**config.mk**
```make
export PLATFORM = sky130hd
export DESIGN_NAME = sierpinski_curve_stepper_unit
export DESIGN_NICKNAME = d
export VERILOG_FILES = /design/src/hw/rtl/sierp_pkg.sv /design/src/hw/rtl/sierp_cell.sv /design/src/hw/rtl/sierp_obuf.sv /design/src/hw/rtl/sierpinski_curve_stepper_unit.sv
export SDC_FILE = /design/constraint.sdc
export NUM_CORES = 1
export LEC_CHECK = 0
export BUFFER_PORTS_ARGS = -buffer_cell sky130_fd_sc_hd__buf_2
export CAP_MARGIN = 15
export CORE_MARGIN = 5
export CORE_UTILIZATION = 40
export DETAILED_ROUTE_END_ITERATION = 12
export PLACE_DENSITY = 0.57
export SLEW_MARGIN = 25
export SYNTH_ARGS = -nofsm -noshare
export SYNTH_HDL_FRONTEND = slang
export SYNTH_SLANG_ARGS = --single-unit
```
**constraint.sdc**
```tcl
create_clock -name clk -period 3.4 [get_ports clk]
set_clock_uncertainty 0.05 [all_clocks]
set_input_delay 0.68 -clock clk [delete_from_list [all_inputs] [get_ports clk]]
set_output_delay 0.68 -clock clk [all_outputs]
set_load 0.1 [all_outputs]
```
**src/hw/rtl/sierp_pkg.sv**
```systemverilog
// Shared types, lookup tables and packing constants for the Sierpinski curve stepper.
package sierp_pkg;

    // Width of the curve order register.
    localparam int unsigned ORDER_W = 4;
    // Width of the stream data buses, in bits.
    localparam int unsigned IN_DATA_W  = 8;
    localparam int unsigned OUT_DATA_W = 8;

    typedef logic [1:0]        kind_t;
    typedef logic [1:0]        digit_t;
    typedef logic signed [2:0] step_t;

    // Curve kinds of a sub-curve.
    localparam kind_t KIND_URD = 2'd0;
    localparam kind_t KIND_LUR = 2'd1;
    localparam kind_t KIND_DLU = 2'd2;
    localparam kind_t KIND_RDL = 2'd3;

    // Last child digit of a level.
    localparam digit_t DIGIT_LAST = 2'd3;

    localparam step_t STEP_P2 = 3'sd2;
    localparam step_t STEP_P1 = 3'sd1;
    localparam step_t STEP_Z  = 3'sd0;
    localparam step_t STEP_M1 = -3'sd1;
    localparam step_t STEP_M2 = -3'sd2;

    // Control that the top level broadcasts to every cell.
    typedef struct packed {
        logic  step_en;
        logic  load;
        kind_t load_kind;
    } cell_ctl_t;

    // What a cell reports back to the top level.
    typedef struct packed {
        logic  incr;
        step_t step_x;
        step_t step_y;
    } cell_stat_t;

    // One result item as held in the output buffer.
    typedef struct packed {
        step_t step_x;
        step_t step_y;
        logic  pen_down;
        logic  last_segment;
    } out_item_t;

    // Kind of child d of a curve of kind k.
    function automatic kind_t child_kind(input kind_t k, input digit_t d);
        kind_t r;
        r = k;
        case (k)
            KIND_URD: r = (d == 2'd1) ? KIND_LUR : ((d == 2'd2) ? KIND_RDL : KIND_URD);
            KIND_LUR: r = (d == 2'd1) ? KIND_DLU : ((d == 2'd2) ? KIND_URD : KIND_LUR);
            KIND_DLU: r = (d == 2'd1) ? KIND_RDL : ((d == 2'd2) ? KIND_LUR : KIND_DLU);
            default:  r = (d == 2'd1) ? KIND_URD : ((d == 2'd2) ? KIND_DLU : KIND_RDL);
        endcase
        return r;
    endfunction

    // X part of the connector after child d of a curve of kind k.
    function automatic step_t conn_dx(input kind_t k, input digit_t d);
        step_t r;
        r = STEP_Z;
        case (k)
            KIND_URD: r = (d == 2'd1) ? STEP_P2 : STEP_P1;
            KIND_LUR: r = (d == 2'd0) ? STEP_M1 : ((d == 2'd1) ? STEP_Z : STEP_P1);
            KIND_DLU: r = (d == 2'd1) ? STEP_M2 : STEP_M1;
            default:  r = (d == 2'd0) ? STEP_P1 : ((d == 2'd1) ? STEP_Z : STEP_M1);
        endcase
        return r;
    endfunction

    // Y part of the connector after child d of a curve of kind k.
    function automatic step_t conn_dy(input kind_t k, input digit_t d);
        step_t r;
        r = STEP_Z;
        case (k)
            KIND_URD: r = (d == 2'd0) ? STEP_P1 : ((d == 2'd1) ? STEP_Z : STEP_M1);
            KIND_LUR: r = (d == 2'd1) ? STEP_P2 : STEP_P1;
            KIND_DLU: r = (d == 2'd0) ? STEP_M1 : ((d == 2'd1) ? STEP_Z : STEP_P1);
            default:  r = (d == 2'd1) ? STEP_M2 : STEP_M1;
        endcase
        return r;
    endfunction

    // Connector after each top-level quarter.
    function automatic step_t top_dx(input kind_t q);
        return (q == KIND_URD || q == KIND_RDL) ? STEP_P1 : STEP_M1;
    endfunction

    function automatic step_t top_dy(input kind_t q);
        return (q == KIND_URD || q == KIND_LUR) ? STEP_P1 : STEP_M1;
    endfunction

endpackage

```
**src/hw/rtl/sierp_cell.sv**
```systemverilog
// One recursion level of the curve stack: curve kind and child digit.
module sierp_cell
    import sierp_pkg::*;
(
    input  logic       clk,
    input  logic       rst_n,
    input  cell_ctl_t  ctl,
    input  logic       active,
    input  logic       carry_in,
    input  kind_t      kind_in,
    output logic       carry_out,
    output kind_t      kind_out,
    output cell_stat_t stat
);

    kind_t  kind_reg,  kind_next;
    digit_t digit_reg, digit_next;
    logic   is_last;
    logic   incr;
    logic   restart_here;

    // Priority carry: this level moves on when every deeper active level is done.
    assign is_last      = (digit_reg == DIGIT_LAST);
    assign incr         = active && carry_in && !is_last;
    assign restart_here = active && carry_in && is_last;
    assign carry_out    = active ? (carry_in && is_last) : 1'b1;

    // The level that moves on hands its new child kind down; restarted levels pass it on.
    assign kind_out = incr ? child_kind(kind_reg, digit_reg + 2'd1) : kind_in;

    assign stat.incr   = incr;
    assign stat.step_x = conn_dx(kind_reg, digit_reg);
    assign stat.step_y = conn_dy(kind_reg, digit_reg);

    // Next level state.
    always_comb
    begin
        kind_next  = kind_reg;
        digit_next = digit_reg;
        if (ctl.load)
        begin
            kind_next  = ctl.load_kind;
            digit_next = '0;
        end
        else if (ctl.step_en && incr)
        begin
            digit_next = digit_reg + 2'd1;
        end
        else if (ctl.step_en && restart_here)
        begin
            kind_next  = kind_in;
            digit_next = '0;
        end
    end

    // Level registers.
    always_ff @(posedge clk or negedge rst_n)
    begin
        if (!rst_n)
        begin
            kind_reg  <= KIND_URD;
            digit_reg <= '0;
        end
        else
        begin
            kind_reg  <= kind_next;
            digit_reg <= digit_next;
        end
    end

endmodule

```
**src/hw/rtl/sierp_obuf.sv**
```systemverilog
// Two-entry output buffer that parts the segment generator from the output stream.
module sierp_obuf
    import sierp_pkg::*;
(
    input  logic      clk,
    input  logic      rst_n,
    input  logic      push,
    input  out_item_t push_item,
    output logic      push_ready,
    output logic      pop_valid,
    input  logic      pop_ready,
    output out_item_t pop_item
);

    out_item_t  slot_reg [2];
    logic       wr_ptr_reg, wr_ptr_next;
    logic       rd_ptr_reg, rd_ptr_next;
    logic [1:0] count_reg,  count_next;
    logic       pop;

    assign push_ready = (count_reg != 2'd2);
    assign pop_valid  = (count_reg != 2'd0);
    assign pop        = pop_valid && pop_ready;
    assign pop_item   = slot_reg[rd_ptr_reg];

    // Pointer and fill count update.
    always_comb
    begin
        wr_ptr_next = push ? !wr_ptr_reg : wr_ptr_reg;
        rd_ptr_next = pop ? !rd_ptr_reg : rd_ptr_reg;
        count_next  = count_reg;
        if (push && !pop)
        begin
            count_next = count_reg + 2'd1;
        end
        else if (pop && !push)
        begin
            count_next = count_reg - 2'd1;
        end
    end

    // Control registers.
    always_ff @(posedge clk or negedge rst_n)
    begin
        if (!rst_n)
        begin
            wr_ptr_reg <= 1'b0;
            rd_ptr_reg <= 1'b0;
            count_reg  <= 2'd0;
        end
        else
        begin
            wr_ptr_reg <= wr_ptr_next;
            rd_ptr_reg <= rd_ptr_next;
            count_reg  <= count_next;
        end
    end

    // Payload slots.
    always_ff @(posedge clk)
    begin
        if (push)
        begin
            slot_reg[wr_ptr_reg] <= push_item;
        end
    end

endmodule

```
**src/hw/rtl/sierpinski_curve_stepper_unit.sv**
```systemverilog
// Top level of the Sierpinski curve stepper: config register, cell chain and output buffer.
//
// Each accepted input item with advance set yields one segment of the closed Sierpinski
// curve, one item per cycle unless the output stalls; the segment is written to the output
// buffer at acceptance. An item with advance clear is taken and yields nothing. The first
// segment is the pen-up move to the start point (1, 0); then come the four quarters, each
// closed by its diagonal connector, and the closing segment carries tlast. Steps are in
// units of the grid step h. The recursion stack is a chain of MAX_ORDER level cells whose
// carry ripples through the chain within the cycle, which sets the clock period. Writing
// the curve order (saturated to MAX_ORDER) restarts the curve; write it only while idle.
module sierpinski_curve_stepper_unit
    import sierp_pkg::*;
#(
    parameter int unsigned MAX_ORDER = 8
)
(
    input  logic                  clk,
    input  logic                  rst_n,
    // Configuration write: curve_order.
    input  logic                  cfg_valid,
    output logic                  cfg_ready,
    input  logic [ORDER_W-1:0]    cfg_data,
    // Input stream. tdata fields from bit 0: advance.
    input  logic                  s_tvalid,
    output logic                  s_tready,
    input  logic [IN_DATA_W-1:0]  s_tdata,
    // Output stream. tdata fields from bit 0: step_x, step_y. tuser fields: pen_down.
    output logic                  m_tvalid,
    input  logic                  m_tready,
    output logic [OUT_DATA_W-1:0] m_tdata,
    output logic                  m_tuser,
    output logic                  m_tlast
);

    localparam int unsigned LVL_W = $clog2(MAX_ORDER + 1);
    // Compare width that holds both the order register and the built depth.
    localparam int unsigned CMP_W = (LVL_W > ORDER_W) ? LVL_W : ORDER_W;

    logic [ORDER_W-1:0] order_reg,   order_next;
    kind_t              quarter_reg, quarter_next;
    logic               started_reg, started_next;

    logic [LVL_W-1:0]   eff_order;
    logic               cfg_write;
    logic               accept;
    logic               advance;
    logic               found;
    cell_ctl_t          ctl;
    out_item_t          seg;
    step_t              sel_x;
    step_t              sel_y;

    logic               carry  [MAX_ORDER+1];
    kind_t              kind_o [MAX_ORDER];
    cell_stat_t         stat   [MAX_ORDER];

    assign cfg_ready = 1'b1;
    assign cfg_write = cfg_valid && cfg_ready;
    assign accept    = s_tvalid && s_tready;
    assign advance   = s_tdata[0];

    // Saturate the order to the built depth.
    assign eff_order = (CMP_W'(order_reg) > CMP_W'(MAX_ORDER)) ? LVL_W'(MAX_ORDER)
                                                                : LVL_W'(order_reg);

    // Chain of level cells, deepest carry enters at the far end.
    assign carry[MAX_ORDER] = 1'b1;
    assign found            = !carry[0];

    for (genvar m = 0; m < MAX_ORDER; m++)
    begin : g_cell
        kind_t kind_i;
        if (m == 0)
        begin : g_head
            assign kind_i = KIND_URD;
        end
        else
        begin : g_link
            assign kind_i = kind_o[m-1];
        end

        sierp_cell u_cell (
            .clk       (clk),
            .rst_n     (rst_n),
            .ctl       (ctl),
            .active    (LVL_W'(m) < eff_order),
            .carry_in  (carry[m+1]),
            .kind_in   (kind_i),
            .carry_out (carry[m]),
            .kind_out  (kind_o[m]),
            .stat      (stat[m])
        );
    end

    // Pick the connector of the level that moves on; at most one cell reports it.
    always_comb
    begin
        sel_x = STEP_Z;
        sel_y = STEP_Z;
        for (int m = 0; m < MAX_ORDER; m++)
        begin
            if (stat[m].incr)
            begin
                sel_x = sel_x | stat[m].step_x;
                sel_y = sel_y | stat[m].step_y;
            end
        end
    end

    // Segment selection, cell control and top-level state.
    always_comb
    begin
        order_next    = order_reg;
        quarter_next  = quarter_reg;
        started_next  = started_reg;
        ctl.step_en   = 1'b0;
        ctl.load      = 1'b0;
        ctl.load_kind = KIND_URD;

        seg.step_x       = STEP_P1;
        seg.step_y       = STEP_Z;
        seg.pen_down     = 1'b0;
        seg.last_segment = 1'b0;

        if (started_reg)
        begin
            seg.pen_down = 1'b1;
            if (found)
            begin
                seg.step_x = sel_x;
                seg.step_y = sel_y;
            end
            else
            begin
                seg.step_x       = top_dx(quarter_reg);
                seg.step_y       = top_dy(quarter_reg);
                seg.last_segment = (quarter_reg == KIND_RDL);
            end
        end

        if (cfg_write)
        begin
            // A new order restarts the curve.
            order_next    = cfg_data;
            quarter_next  = KIND_URD;
            started_next  = 1'b0;
            ctl.load      = 1'b1;
            ctl.load_kind = KIND_URD;
        end
        else if (accept && advance)
        begin
            if (!started_reg)
            begin
                started_next = 1'b1;
            end
            else if (found)
            begin
                ctl.step_en = 1'b1;
            end
            else
            begin
                // Next quarter; after the closing one the curve starts over.
                quarter_next  = quarter_reg + 2'd1;
                ctl.load      = 1'b1;
                ctl.load_kind = quarter_reg + 2'd1;
                if (quarter_reg == KIND_RDL)
                begin
                    started_next = 1'b0;
                end
            end
        end
    end

    // Top-level registers.
    always_ff @(posedge clk or negedge rst_n)
    begin
        if (!rst_n)
        begin
            order_reg   <= ORDER_W'(1);
            quarter_reg <= KIND_URD;
            started_reg <= 1'b0;
        end
        else
        begin
            order_reg   <= order_next;
            quarter_reg <= quarter_next;
            started_reg <= started_next;
        end
    end

    // Output buffer.
    out_item_t out_item;

    sierp_obuf u_obuf (
        .clk        (clk),
        .rst_n      (rst_n),
        .push       (accept && advance),
        .push_item  (seg),
        .push_ready (s_tready),
        .pop_valid  (m_tvalid),
        .pop_ready  (m_tready),
        .pop_item   (out_item)
    );

    assign m_tdata = {{(OUT_DATA_W - 6){1'b0}}, out_item.step_y, out_item.step_x};
    assign m_tuser = out_item.pen_down;
    assign m_tlast = out_item.last_segment;

endmodule

```
==> impl_metrics.ini <==
[worst_setup_path]
slowest_stage = dfrtp_1
startpoint_type = flip-flop
rr_startpoint = g_cell[7].u_cell.digit_reg[0]
ff2ff_setup_slack_ns = 0.35
worstPathCellList = ha_1 > and3_1 > a31o_1 > a22o_1 > a22o_1 > a221oi_2 > o211ai_1 > o221a_2
max_stage_delay_ns = 0.44
critPathCaptureType = flip-flop
cp_top_family = compound AO/OA/AOI/OAI gates
path_class = reg2reg
crit_fanout = 12
crit_top_cell = a22o_1
rr_worst_depth = 8
endpoint = g_cell[6].u_cell.kind_reg[0]
cp.required_ns = 3.60
crit_cells = 8
path_buf_inv = 0
rr_endpoint = g_cell[6].u_cell.kind_reg[0]
setup.worst_path.start = g_cell[7].u_cell.digit_reg[0]
arrival_ns = 3.25

[synth]
synth_area_sq_mm = 0.004467
synth-xor-area-share_pct = 3.333
synth_compound_area_share_pct = 20.59
ys_async_sr_fraction_pct = 72.88
synth_top_area_share_pct = 23.53
synthAdderAreaFrac_pct = 10.08
synth_edf_count = 16
yosys-top-cells-area = dfrtp_1 24%, edfxtp_1 11%, ha_1 10%
synthCells = 499
synth_flop_cell = dfrtp_1
muxShareOfSynthArea_pct = 4.146
synth_seq_cells = 59
synth_top_family_by_area = simple AND/OR/NAND/NOR gates
syn_avg_cell_area_sq_um = 8.951
yosysSeqAreaShare_pct = 34.87
synth_simple_gate_area_share_pct = 21.12
ys_warn_count = 0
synth_area_leader_cell = dfrtp_1
synth_cell_types = 69

[cells_and_area]
fill_cells = 1045
drive_above_1_share_pct = 15.61
multi_input_area_sq_mm = 0.002659
finalInstanceArea_sq_mm = 0.004923
area_growth_pct = 10.22
register_area_sq_mm = 0.001558
antenna_cells = 0
instances_no_fill = 659
layout_common_cells = 42 x nor2_1, 42 x dfrtp_1, 38 x nand2_1, 36 x ha_1, 32 x o21ai_0
nNetsFinal = 567

[power]
swShare_pct = 40.84
powerDensity_mw_per_mm2 = 492.3
p_seq_share_pct = 36.9
p_total_w = 0.002424
power_frac_clock_pct = 30.7
internal_power_w = 0.001434
power_leakage_nw = 1.990
vdd_drop_max_uv = 489.6
comb_power_share_pct = 32.4
p_sw_w = 0.0009900

[global_routing]
grt_overflow = 0
grt_pass1_vias = 3657
grt_max_degree = 44
track_usage_pct = 17.96
antenna_found_initial = 0
grt_pass1_wl_um = 18720

[run_status]
run_status = finished clean

[placed_design]
gp_congestion = 0.8699
dpl.hpwl_um = 8449
dp_cells = 643
postPlaceCellArea_sq_mm = 0.004700
io_buffers = 19

[timing]
fin_crit_sh_pct = 89.64
period_needed_ns = 3.048
grt_setup_unrepaired = no
setup_viol = 0
whs_ns = 0.2846
tns_ns = 0
hold_violations = 0
max_slew.worst_pin.slew_ns = 0.7413
slew_violations = 0
slew_headroom_pct = 50.48
max_freq_mhz = 328.1

[route]
wl_um = 11370
avgRoutedWirePerCell_um = 17.26
vias_per_cell = 5.704
drtAntennaViolNets = 0
vias = 3759
first_iter_violations = 268
dr.pass1.iters = 4
drc = 0

[clock_tree]
cts.sinks = 59
clock_path_buffers = 2
post-cts-setup-buffers = 0
cts.repair.resized = 0
cts_tree = built
cts-root-buf = clkbuf_8
clock_latency_ns = 0.36
ctsHoldBuffers = 0
cts_inserted_buffers = 9
path_clk_slew_ns = 0.08
htree_levels = 3

[floorplanning]
die_area_sq_mm = 0.01338
io-pin-count = 30
start_util_pct = 41.03
die_w_um = 115.7
die_y_um = 115.7
rows = 38
core_sq_mm = 0.01089

[run]
maxCapViolations = 0

[min_path]
min_path_type = in2async
## cell type report
cell class	instances	share of cell area, %
tap	140	3.558
multi-input combinational	385	54.00
inverter	24	1.830
clock inverter	7	2.033
sequential	59	31.64
timing repair buffer	35	4.422
clock buffer	9	2.516
## worst register-to-register path: cells and delay by family, from the launching register on
kind / cells / cell delay [ns]
AOI/OAI and AO/OA: 6 / 1.89
DFF: 1 / 0.44
adders and majority gates: 1 / 0.33
and+or+nand+nor: 1 / 0.22
## worst min path at each step
| stage | end |
|---|---|
| 3_3_place_gp | u_obuf.count_reg[1] |
| 4_1_cts | g_cell[2].u_cell.digit_reg[1] |
| 2_1_floorplan | g_cell[0].u_cell.digit_reg[0] |
| 5_1_grt | g_cell[6].u_cell.kind_reg[1] |
| 6_report | g_cell[2].u_cell.digit_reg[1] |
| 3_5_place_dp | u_obuf.wr_ptr_reg |
## logic make-up after synthesis
logic type / after synthesis
and+or+nand+nor: 181
other: 2
AOI/OAI and AO/OA: 131
DFF: 59
muxes: 17
adders and majority gates: 36
xor gates and xnor gates: 17
buffers and inverters: 56
## power by group through the flow
stage / clock network [W] / registers (W) / logic [W]
after floorplan: 0 / 0.000848 / 0.000711
after global placement: 0 / 0.000906 / 0.000781
after detailed placement: 0 / 0.000909 / 0.000785
after CTS: 0.000765 / 0.000895 / 0.000789
after global routing: 0.000797 / 0.000906 / 0.000832
final: 0.000744 / 0.000894 / 0.000786
## through the flow
step | utilization, % | setup WS (ns)
CTS | 45.22 | 0.3788
detailed placement | 43.16 | 0.4035
floorplan | - | 0.5003
finish | 45.22 | 0.3522
global placement | 43.14 | 0.4166
global route | 45.22 | 0.1678
## metal layers
layer | vias up | track usage (%) | share of wire [%]
li1 | 1852 | - | -
met1 | 1767 | 23.72 | 45
met2 | 112 | 28.78 | 46
met3 | 28 | 3.551 | 5.7
met4 | 0 | 7.657 | 3.0
met5 | - | 0 | 0
## Yosys cell counts (5+ instances only)
cell       instances
a22oi_1            7
nand2b_1           9
edfxtp_1          16
o21ai_0           32
nand3_1           20
or4_1              7
nor2_1            42
inv_1             24
nor2b_1           11
a31oi_1            6
dfrtp_1           42
mux2_2            12
xnor2_1           11
xor2_1             6
nor3_1             9
nand4_1            8
and3_1             5
clkbuf_1          16
buf_4              7
buf_2              8
a211oi_1           5
ha_1              36
a21oi_1           25
mux2i_1            5
a2bb2oi_1          7
nand2_1           38
or2_2              5
Note: power is estimated with default switching activity, not from simulation.
